--- src/hw/rtl/gwai_pkg.sv ---
package gwai_pkg;

   localparam int unsigned DEPTH_DEFAULT = 250;

   localparam int unsigned CMD_W          = 2;
   localparam int unsigned TIME_W         = 32;
   localparam int unsigned RATE_W         = 16;
   localparam int unsigned ANGLE_W        = 48;
   localparam int unsigned MIN_INTERVAL_W = 16;
   localparam int unsigned CSR_INDEX_W    = 1;
   localparam int unsigned CSR_DATA_W     = 32;
   localparam int unsigned ENTRY_W        = RATE_W + TIME_W;

   localparam logic [MIN_INTERVAL_W-1:0] MIN_INTERVAL_RESET = MIN_INTERVAL_W'(25);
   localparam logic [TIME_W-1:0]         WINDOW_RESET       = TIME_W'(5000);

   localparam logic [ANGLE_W-1:0] ANGLE_MAX = {1'b0, {(ANGLE_W-1){1'b1}}};
   localparam logic [ANGLE_W-1:0] ANGLE_MIN = {1'b1, {(ANGLE_W-1){1'b0}}};

   typedef enum logic [CMD_W-1:0] {
      CMD_SAMPLE = 2'd0,
      CMD_QUERY  = 2'd1,
      CMD_CLEAR  = 2'd2
   } cmd_type;

   typedef enum logic [CSR_INDEX_W-1:0] {
      CSR_MIN_INTERVAL = 1'b0,
      CSR_WINDOW       = 1'b1
   } csr_index_type;

   typedef struct packed {
      logic item_load;
      logic zero_step;
      logic read_step;
      logic result_load;
   } ctl_type;

   typedef struct packed {
      logic count_last;
      logic pipe_busy;
      logic result_free;
   } stat_type;

endpackage

--- src/hw/rtl/gwai_ctrl.sv ---
module gwai_ctrl import gwai_pkg::*; (
   input  logic             clock,
   input  logic             reset,
   input  logic             req_valid,
   input  logic [CMD_W-1:0] req_command,
   output logic             req_ready,
   input  stat_type         stat,
   output ctl_type          ctl
);

   typedef enum logic [5:0] {
      ST_WIPE    = 6'b000001,
      ST_IDLE    = 6'b000010,
      ST_CLEAR   = 6'b000100,
      ST_QUERY   = 6'b001000,
      ST_DRAIN   = 6'b010000,
      ST_DELIVER = 6'b100000
   } state_type;

   state_type state_ff;
   state_type state_in;

   always_comb begin
      state_in  = state_ff;
      ctl       = '0;
      req_ready = (state_ff == ST_IDLE);
      case (state_ff)
         ST_WIPE: begin
            ctl.zero_step = 1'b1;
            if (stat.count_last) begin
               state_in = ST_IDLE;
            end
         end
         ST_IDLE: begin
            if (req_valid) begin
               ctl.item_load = 1'b1;
               case (cmd_type'(req_command))
                  CMD_QUERY: state_in = ST_QUERY;
                  CMD_CLEAR: state_in = ST_CLEAR;
                  default:   state_in = ST_DELIVER;
               endcase
            end
         end
         ST_CLEAR: begin
            ctl.zero_step = 1'b1;
            if (stat.count_last) begin
               state_in = ST_DELIVER;
            end
         end
         ST_QUERY: begin
            ctl.read_step = 1'b1;
            if (stat.count_last) begin
               state_in = ST_DRAIN;
            end
         end
         ST_DRAIN: begin
            if (!stat.pipe_busy) begin
               state_in = ST_DELIVER;
            end
         end
         ST_DELIVER: begin
            if (stat.result_free) begin
               ctl.result_load = 1'b1;
               state_in        = ST_IDLE;
            end
         end
         default: begin
            state_in = ST_WIPE;
         end
      endcase
   end

   always_ff @(posedge clock) begin
      if (reset) begin
         state_ff <= ST_WIPE;
      end else begin
         state_ff <= state_in;
      end
   end

   // pair pipeline must be empty before the sum is handed out
   assert property (@(posedge clock) disable iff (reset)
      (state_ff == ST_DELIVER) |-> !stat.pipe_busy)
      else $error("result taken while pair pipeline still busy");

endmodule

--- config.mk ---
export PLATFORM = sky130hd
export DESIGN_NAME = gwai_ctrl
export DESIGN_NICKNAME = d
export VERILOG_FILES = /design/src/hw/rtl/gwai_pkg.sv /design/src/hw/rtl/gwai_ctrl.sv
export SDC_FILE = /design/constraint.sdc
export NUM_CORES = 1
export LEC_CHECK = 0
export ABC_CLOCK_PERIOD_IN_PS = 1700
export BUFFER_PORTS_ARGS = -buffer_cell sky130_fd_sc_hd__buf_2
export CORE_AREA = 2 2 39 41
export DETAILED_ROUTE_END_ITERATION = 12
export DIE_AREA = 0 0 41 43
export PLACE_DENSITY = 0.64
export SYNTH_ARGS = -nofsm -noshare
export SYNTH_HDL_FRONTEND = slang
export SYNTH_SLANG_ARGS = --single-unit
--- constraint.sdc ---
create_clock -name clock -period 1.7 [get_ports clock]
set_input_delay 0.17 -clock clock [delete_from_list [all_inputs] [get_ports clock]]
set_output_delay 0.17 -clock clock [all_outputs]
set_load 0.03 [all_outputs]
==> results.sh, run 1 <==
export IMPL_period_share_pct=98.7
export IMPL_synth_cell_types=33
export IMPL_timing_setup_tns_ns=0
export IMPL_status="finished clean"
export IMPL_grt_pass1_wl_um=2170
export IMPL_die_width_um=41
export IMPL_htreeDepth=1
export IMPL_worstHoldEndpoint="state_ff[5]"
export IMPL_rr_worst_depth=5
export IMPL_critPathKind="register to output port"
export IMPL_ant_nets=0
export IMPL_die_y_um=43
export IMPL_num_rows=14
export IMPL_hpwl_um=910
export IMPL_worstPathArrival_ns=1.51
export IMPL_dieArea_um2=1760
export IMPL_cp_max_fo=8
export IMPL_overflow=0
export IMPL_tightest_slew_ns=0.409
export IMPL_postSynthCellCount=69
export IMPL_grt_max_degree=13
export IMPL_synth_edff_count=0
export IMPL_ys_ff_latch=6
export IMPL_cts_sink_count=6
export IMPL_cp_slowest_stage_delay_ns=0.40
export IMPL_path_clk_slew_ns=0.05
export IMPL_synth_area_leader_cell="dfxtp_1"
export IMPL_layout_min_cycle_time_ns=1.68
export IMPL_initial_core_util_pct=39.3
export IMPL_setup_violations=0
export IMPL_grt_pass1_vias=500
export IMPL_r2r_start="state_ff[4]"
export IMPL_synth_most_common_cell="nor2_1"
export IMPL_slew_violations=0
export IMPL_drt_wl_total_um=1320
export IMPL_vias=572
export IMPL_async_flop_share_pct=0
export IMPL_fin_nets=97
export IMPL_skew_ns=0.000585
export IMPL_yosys_warnings=0
export IMPL_cp_data_required_time_ns=1.53
export IMPL_drt_initial_drc_count=33
export IMPL_fmax_mhz=596
export IMPL_cts_tree="done"
export IMPL_grtUsageTotal_pct=18.4
export IMPL_hold_path_cell_count=2
export IMPL_ys_seq_area_share_pct=22.1
export IMPL_power_density_nw_per_um2=699
export IMPL_cts_made_buffers=3
export IMPL_reg_top3="state_ff: 6 flops"
export IMPL_syn_cell_area_um2=544
export IMPL_clock_latency_ns=0.25
export IMPL_largest_reg_flops=6
export IMPL_placedCellCount=94
export IMPL_layout_drive_gt1_share_pct=40.0
export IMPL_maxCapViolCount=0
export IMPL_drc=0
export IMPL_boundaryPins=13
export IMPL_start_kind="register"
export IMPL_coreArea_um2=1380
export IMPL_hold_buffers=0
export IMPL_port_buffers=12
export IMPL_cp_cell_sequence="or3_4, nor4b_4, buf_6"
export IMPL_antenna_found_initial=0
export IMPL_avgSynthCellArea_um2=7.89
export IMPL_relSlewSlack_pct=72.7
export IMPL_clockBufferDepth=2
export IMPL_fillers=133
export IMPL_diodes=0
export IMPL_cts_root_buf="clkbuf_4"
export IMPL_ir_worst_vdd_mv=0.405
export IMPL_layout_cells_non_filler=101
export IMPL_synth_fp_nets=79
export IMPL_p_total_mw=0.480
export IMPL_p_leak_nw=0.306
export IMPL_largest_register="state_ff"
export IMPL_critical_path_slowest_cell="or3_4"
export IMPL_r2r_end="state_ff[0]"
export IMPL_gp_congestion=0.823
export IMPL_synthTopCellsByCount="nor2_1 (7), dfxtp_1 (6), nand2_1 (5), o21ai_0 (5), nand3b_1 (4)"
export IMPL_netlist_area_leader_share_pct=22.1
export IMPL_synth_main_ff_cell="dfxtp_1"
export IMPL_synth_area_top_cells="dfxtp_1 (22%), nand3b_1 (5.5%), nor2_1 (4.8%)"
export IMPL_min_delay_start="stat[0]"
export IMPL_viasPerCell=5.66
export IMPL_area_growth_pct=26.2
export IMPL_worst_setup_path_end_kind="output port"
export IMPL_hold_violations=0
export IMPL_rrSetupSlack_ns=0.17
export IMPL_post_drt_wl_per_cell_um=13.0
export IMPL_hp_class="primary input to register"
export IMPL_dr_pass1_iters=4
==> where the power goes <==
part | internal (mW) | switching, mW | leakage, nW | total [mW]
logic | 0.0791 | 0.0994 | 0.241 | 0.178
registers | 0.150 | 0.0132 | 0.0510 | 0.163
clock network | 0.0803 | 0.0583 | 0.0138 | 0.139
==> worst max path at each step <==
stage,from,slack (ns),end
floorplan,state_ff[1],0.03,ctl[2]
global placement,state_ff[4],0.23,ctl[1]
detailed placement,state_ff[4],0.21,ctl[1]
CTS,state_ff[4],0.007,ctl[3]
global route,state_ff[4],-0.02,ctl[1]
finish,state_ff[4],0.02,ctl[1]
==> per-layer routing <==
| layer | vias up | wire, um | track usage (%) |
|---|---|---|---|
| li1 | 281 | - | - |
| met1 | 257 | 637 | 27.3 |
| met2 | 30 | 558 | 23.1 |
| met3 | 4 | 78 | 1.57 |
| met4 | 0 | 43 | 14.0 |
| met5 | - | 0 | 0 |
==> kinds of logic after synthesis <==
group | count (synthesis) | synth area share (%)
compound gates | 14 | 14.9
xor+xnor | 3 | 4.83
flops | 6 | 22.1
buf+inv | 8 | 8.96
simple gates | 34 | 40.7
mux | 1 | 1.84
fa+ha+maj | 3 | 6.67
==> layout by cell type (no fill, tap or decap), types with 2 or more instances in the layout <==
master / count
and3_1: 3
buf_4: 7
nor2_1: 7
nor4b_4: 2
buf_2: 11
nor3_1: 3
nand3b_1: 4
dfxtp_2: 3
dfxtp_1: 2
o21ai_0: 5
clkbuf_4: 3
xor2_1: 2
inv_1: 2
a21oi_1: 3
ha_1: 2
nand2_1: 5
o21ai_1: 3
==> critical path, delay by kind of cell, from the launching register on <==
kind / cells / cell delay, ns
simple gates: 2 / 0.71
buf+inv: 1 / 0.17
flops: 1 / 0.37
==> repair_timing <==
| action | in CTS | in global routing |
|---|---|---|
| buffers inserted | 0 | 4 |
| resized for setup | 2 | 7 |
| pin swaps | 0 | 2 |
| setup endpoints to repair | 2 | 4 |
| gates cloned | 0 | 0 |
==> stage by stage <==
step	setup slack, ns	instance area (um2)	util, %	hold slack (ns)
floorplan	0.0270	544	-	0.287
global placement	0.229	606	43.8	0.411
detailed placement	0.215	606	43.8	0.409
CTS	0.00683	632	45.7	0.147
global route	-0.0188	687	49.6	0.161
finish	0.0229	687	49.6	0.142
==> final cells by class <==
type	instances	area, um2	area share [%]
Tap cell	16	20.0	2.91
Multi-Input combinational cell	55	390	56.8
Inverter	2	7.51	1.09
Sequential cell	6	128	18.6
Clock buffer	3	22.5	3.28
Timing Repair Buffer	19	119	17.3
Note: power is estimated with default switching activity, not from simulation.
==> run 2: changes to the inputs <==
Settings changed: ABC_CLOCK_PERIOD_IN_PS 1700 to 1900, CTS_CLUSTER_DIAMETER set to 60.
Clock period 1.7 ns to 1.9 ns, I/O delays scaled along.
==> run 2 against run 1 <==
Sequential cell count stayed put. Core utilization fell by 4.8 points. Worst setup slack better by 0.073 ns. Critical path depth unchanged. Final cell count down 5.0%. Worst hold slack improved by 0.030 ns. Routed wire length down 7.7%. Power shrank 15%. Die area unchanged. Clock power decreased by 14%. Non-clock buffer count down 5. Combinational power is 21% lower. Largest power group is now registers.
==> results.sh, run 2 (synthesized netlist as in run 1, its figures left out) <==
export IMPL_status="finished clean"
export IMPL_cts_root_buf="clkbuf_4"
export IMPL_fin_nets=92
export IMPL_p_int_mw=0.266
export IMPL_post_drt_wl_per_cell_um=12.7
export IMPL_layout_cells_non_filler=96
export IMPL_htreeDepth=1
export IMPL_layout_min_cycle_time_ns=1.80
export IMPL_critPathKind="register to output port"
export IMPL_clockBufferDepth=2
export IMPL_hold_violations=0
export IMPL_relSlewSlack_pct=69.2
export IMPL_die_y_um=43
export IMPL_vias=521
export IMPL_drt_wl_total_um=1220
export IMPL_cts_tree="done"
export IMPL_fillers=143
export IMPL_largest_register="state_ff"
export IMPL_cp_slowest_stage_delay_ns=0.47
export IMPL_area_growth_pct=14.0
export IMPL_start_kind="register"
export IMPL_hold_slack_ns=0.172
export IMPL_layout_drive_gt1_share_pct=30.0
export IMPL_timing_setup_tns_ns=0
export IMPL_num_rows=14
export IMPL_setup_violations=0
export IMPL_p_comb_share_pct=34.5
export IMPL_cp_max_fo=11
export IMPL_cts_repair_resized=0
export IMPL_worst_setup_path_end_kind="output port"
export IMPL_viasPerCell=5.43
export IMPL_hold_buffers=0
export IMPL_clock_latency_ns=0.25
export IMPL_post_cts_buffers=0
export IMPL_switchingPower_mw=0.143
export IMPL_rsz0062_at_grt="no"
export IMPL_fmax_mhz=554
export IMPL_hpwl_um=892
export IMPL_hp_class="primary input to register"
export IMPL_antenna_found_initial=0
export IMPL_worstPathArrival_ns=1.61
export IMPL_slew_violations=0
export IMPL_period_share_pct=95.0
export IMPL_switching_share_pct=34.9
export IMPL_coreArea_um2=1380
export IMPL_diodes=0
export IMPL_min_delay_start="stat[0]"
export IMPL_grtUsageTotal_pct=17.1
export IMPL_drt_initial_drc_count=15
export IMPL_hold_path_cell_count=2
export IMPL_grt_pass1_wl_um=1970
export IMPL_port_buffers=12
export IMPL_dieArea_um2=1760
export IMPL_dr_pass1_iters=4
export IMPL_seq_power_share_pct=36.1
export IMPL_tightest_slew_ns=0.461
export IMPL_final_cell_mix="buf_2 (12), nor2_1 (7), dfxtp_1 (6)"
export IMPL_placedCellCount=93
export IMPL_drc=0
export IMPL_cp_data_required_time_ns=1.71
export IMPL_worstHoldEndpoint="state_ff[5]"
export IMPL_overflow=0
export IMPL_cts_made_buffers=3
export IMPL_maxCapViolCount=0
export IMPL_boundaryPins=13
export IMPL_ant_nets=0
export IMPL_die_width_um=41
export IMPL_p_clk_share_pct=29.4
export IMPL_critical_path_slowest_cell="or3_4"
export IMPL_grt_max_degree=13
export IMPL_ir_worst_vdd_mv=0.335
export IMPL_gp_congestion=0.844
export IMPL_mostFrequentLayoutCell="buf_2"
export IMPL_grt_pass1_vias=452
export IMPL_largest_reg_flops=6
export IMPL_power_density_nw_per_um2=659
export IMPL_rr_worst_depth=4
export IMPL_skew_ns=0.00309
export IMPL_p_leak_nw=0.274
export IMPL_path_clk_slew_ns=0.05
export IMPL_cp_cell_sequence="or3_4, nor4b_4, buf_2"
export IMPL_dp_slack_ns=0.370
export IMPL_cts_sink_count=6
export IMPL_rrSetupSlack_ns=0.35
export IMPL_layout_setup_ws_ns=0.0958
export IMPL_reg_top3="state_ff: 6 flops"
export IMPL_initial_core_util_pct=39.3
export IMPL_r2r_end="state_ff[0]"
export IMPL_r2r_start="state_ff[4]"
## run 2: changes by cell type in the layout (fill, tap and decap cells not counted), sizes merged
cell / before / now
buf: 19 / 14
## run 2: layer usage
layer | vias up | global-route usage, % | routed length (um)
met2 | 19 | 22.8 | 480
met3 | 4 | 1.57 | 64
met4 | 0 | 14.0 | 45
met5 | - | 0 | 0
li1 | 271 | - | -
met1 | 227 | 23.8 | 626
## run 2: critical path, delay by kind of cell, from the launching register on
family | cells | cell delay, ns
flip-flops | 1 | 0.43
buffers and inverters | 1 | 0.24
AND/OR/NAND/NOR | 2 | 0.70
## run 2: final cells by class
| type | count | area, um2 | area share, % |
|---|---|---|---|
| clock buffers | 3 | 22.5 | 3.63 |
| repair buffers | 14 | 75.1 | 12.1 |
| flip-flops and latches | 6 | 120 | 19.4 |
| inverters | 2 | 7.51 | 1.21 |
| multi-input cells | 55 | 375 | 60.5 |
| well taps | 16 | 20.0 | 3.23 |
## run 2: stage by stage
stage / cell area, um2 / utilization (%) / total power [mW]
after global routing: 621 / 44.8 / 0.436
final: 621 / 44.8 / 0.409
after detailed placement: 598 / 43.2 / 0.291
after floorplan: 544 / - / 0.262
after global placement: 598 / 43.2 / 0.289
after CTS: 621 / 44.8 / 0.412
## run 2: worst max-delay path by stage
stage | from | to | slack, ns | cells after the start
finish | state_ff[4] | ctl[1] | 0.1 | 3
global placement | state_ff[4] | ctl[1] | 0.38 | 3
global route | state_ff[1] | ctl[3] | 0.04 | 3
CTS | state_ff[4] | ctl[1] | 0.10 | 3
detailed placement | state_ff[4] | ctl[1] | 0.37 | 3
floorplan | state_ff[1] | ctl[2] | 0.21 | 3
## run 2: power groups by stage
stage	clock network, mW	registers (mW)	logic, mW
6_report	0.120	0.148	0.141
5_1_grt	0.129	0.150	0.157
4_1_cts	0.123	0.147	0.141
3_5_place_dp	0	0.150	0.141
3_3_place_gp	0	0.149	0.140
2_1_floorplan	0	0.143	0.119
==> run 3: changes to the inputs <==
Settings changed: CORE_AREA 2 2 39 41 to not set, CORE_MARGIN set to 2, CORE_UTILIZATION set to 29, DIE_AREA 0 0 41 43 to not set, PLACE_DENSITY 0.64 to 0.48.
==> run 3 against run 2 <==
Global-route usage fell by 3.6 points. Final cell count grew 9.4%. Clock power is 3% higher. Count of clock-buffer cells in the layout unchanged. Via count is 0.58% higher. Sequential cell count stayed put. Sequential share of layout area shrank 0.60 points. Core utilization down 8.1 points. Critical path depth stayed put. Combinational power increased by 4%. Critical path type unchanged. Largest cell class unchanged.
==> results.sh, run 3 (synthesized netlist as in run 1, its figures left out) <==
export IMPL_worstPathArrival_ns=1.62
export IMPL_cts_root_buf="clkbuf_4"
export IMPL_grt_pass1_vias=468
export IMPL_relSlewSlack_pct=72.8
export IMPL_wl_met2_um=647
export IMPL_dr_pass1_iters=4
export IMPL_timing_setup_tns_ns=0
export IMPL_grt_max_degree=13
export IMPL_htreeDepth=1
export IMPL_wl_met1_um=623
export IMPL_power_density_nw_per_um2=656
export IMPL_mostFrequentLayoutCell="buf_2"
export IMPL_hpwl_um=929
export IMPL_cp_max_fo=11
export IMPL_vias=524
export IMPL_p_clk_share_pct=29.5
export IMPL_drt_initial_drc_count=30
export IMPL_highest_layer="met4"
export IMPL_rsz0062_at_grt="no"
export IMPL_drc=0
export IMPL_wl_met3_um=50
export IMPL_r2r_end="state_ff[5]"
export IMPL_overflow=0
export IMPL_port_buffers=12
export IMPL_post_drt_wl_per_cell_um=12.8
export IMPL_initial_core_util_pct=31.2
export IMPL_gp_congestion=0.784
export IMPL_dieArea_um2=2240
export IMPL_cts_tree="done"
export IMPL_die_width_um=47.3
export IMPL_skew_ns=0.00670
export IMPL_start_kind="register"
export IMPL_hold_violations=0
export IMPL_layout_drive_gt1_share_pct=30.0
export IMPL_num_rows=15
export IMPL_cp_data_required_time_ns=1.71
export IMPL_r2r_start="state_ff[4]"
export IMPL_fin_nets=92
export IMPL_drt_wl_total_um=1340
export IMPL_path_clk_slew_ns=0.05
export IMPL_critical_path_slowest_cell="or3_4"
export IMPL_critical_path_top_delay_family="simple AND/OR/NAND/NOR gates"
export IMPL_min_delay_start="stat[0]"
export IMPL_area_growth_pct=17.7
export IMPL_ant_nets=0
export IMPL_largest_register="state_ff"
export IMPL_critPathKind="register to output port"
export IMPL_grt_pass1_wl_um=2040
export IMPL_clockBufferDepth=2
export IMPL_cts_made_buffers=3
export IMPL_coreArea_um2=1750
export IMPL_hold_buffers=0
export IMPL_slew_violations=0
export IMPL_boundaryPins=13
export IMPL_grtUsageTotal_pct=13.5
export IMPL_diodes=0
export IMPL_worstHoldEndpoint="state_ff[5]"
export IMPL_setup_violations=0
export IMPL_switchingPower_mw=0.152
export IMPL_ir_worst_vdd_mv=0.207
export IMPL_hold_path_cell_count=2
export IMPL_cp_slowest_stage_delay_ns=0.46
export IMPL_final_cell_mix="buf_2 (12), nor2_1 (7), dfxtp_1 (6)"
export IMPL_hp_class="primary input to register"
export IMPL_layout_min_cycle_time_ns=1.81
export IMPL_worst_setup_path_end_kind="output port"
export IMPL_period_share_pct=95.1
export IMPL_antenna_found_initial=0
export IMPL_largest_reg_flops=6
export IMPL_p_total_mw=0.420
export IMPL_cp_cell_sequence="or3_4, nor4b_4, buf_2"
export IMPL_fillers=196
export IMPL_switching_share_pct=36.1
export IMPL_die_y_um=47.3
export IMPL_p_int_mw=0.269
export IMPL_clock_latency_ns=0.25
export IMPL_p_leak_nw=0.276
export IMPL_cts_sink_count=6
export IMPL_maxCapViolCount=0
export IMPL_fmax_mhz=553
export IMPL_crit_buf_inv=1
export IMPL_viasPerCell=4.99
export IMPL_seq_power_share_pct=35.7
export IMPL_p_comb_share_pct=34.7
export IMPL_rrSetupSlack_ns=0.37
export IMPL_reg_top3="state_ff: 6 flops"
export IMPL_rr_worst_depth=3
export IMPL_status="finished clean"
export IMPL_tightest_slew_ns=0.402
==> run 3: cell count changes in the layout (fill, tap and decap cells not counted) <==
cell,delta
nor4b_2,-1
nor4b_4,+1
==> run 3: per-stage QoR <==
step           instances  worst slack (ns)  hold slack, ns  instance area, um2  util [%]
4_1_cts              105            0.0981           0.161                 632      36.2
3_3_place_gp         102             0.393           0.426                 609      34.9
6_report             105            0.0929           0.166                 641      36.7
2_1_floorplan         69             0.207           0.307                 544         -
5_1_grt              105           0.00887           0.172                 641      36.7
3_5_place_dp         102             0.381           0.422                 609      34.9
==> run 3: routing by layer <==
layer,vias to the layer above,GRT usage [%]
met5,-,0
met4,0,10.0
met3,2,2.31
met2,15,20.5
met1,240,16.9
li1,267,-
==> run 3: repair_timing <==
action | in CTS | in global routing
hold endpoints to repair | 0 | 0
buffers inserted | 0 | 0
setup endpoints to repair | 0 | 1
gates resized for setup | 0 | 1
==> run 3: area by class of cell <==
cell class                 count  area (um2)  share of cell area (%)
multi-input combinational     55         384                    60.0
tap                           25        31.3                    4.88
sequential                     6         120                    18.7
inverter                       2        7.51                    1.17
timing repair buffer          14        75.1                    11.7
clock buffer                   3        22.5                    3.52
==> run 3: how the worst max path moves through the flow <==
stage                           start          end  slack, ns  cells past startpoint
after floorplan           state_ff[1]       ctl[2]       0.21                      3
after global placement    state_ff[3]  state_ff[5]       0.39                      4
after detailed placement  state_ff[4]       ctl[1]       0.38                      3
after CTS                 state_ff[4]       ctl[1]        0.1                      3
final                     state_ff[4]       ctl[1]       0.09                      3
after global routing      state_ff[4]       ctl[1]      0.009                      3
==> run 3: worst reg2reg max path, delay by kind of cell (launching register included) <==
family | cells | cell delay, ns
AND/OR/NAND/NOR | 1 | 0.62
flip-flops | 1 | 0.43
AO/OA/AOI/OAI | 2 | 0.36
==> run 3: power by group through the flow <==
stage	registers, mW	logic [mW]	clock network (mW)
6_report	0.150	0.146	0.124
5_1_grt	0.152	0.159	0.134
4_1_cts	0.147	0.143	0.127
3_5_place_dp	0.150	0.142	0
3_3_place_gp	0.149	0.144	0
2_1_floorplan	0.143	0.119	0
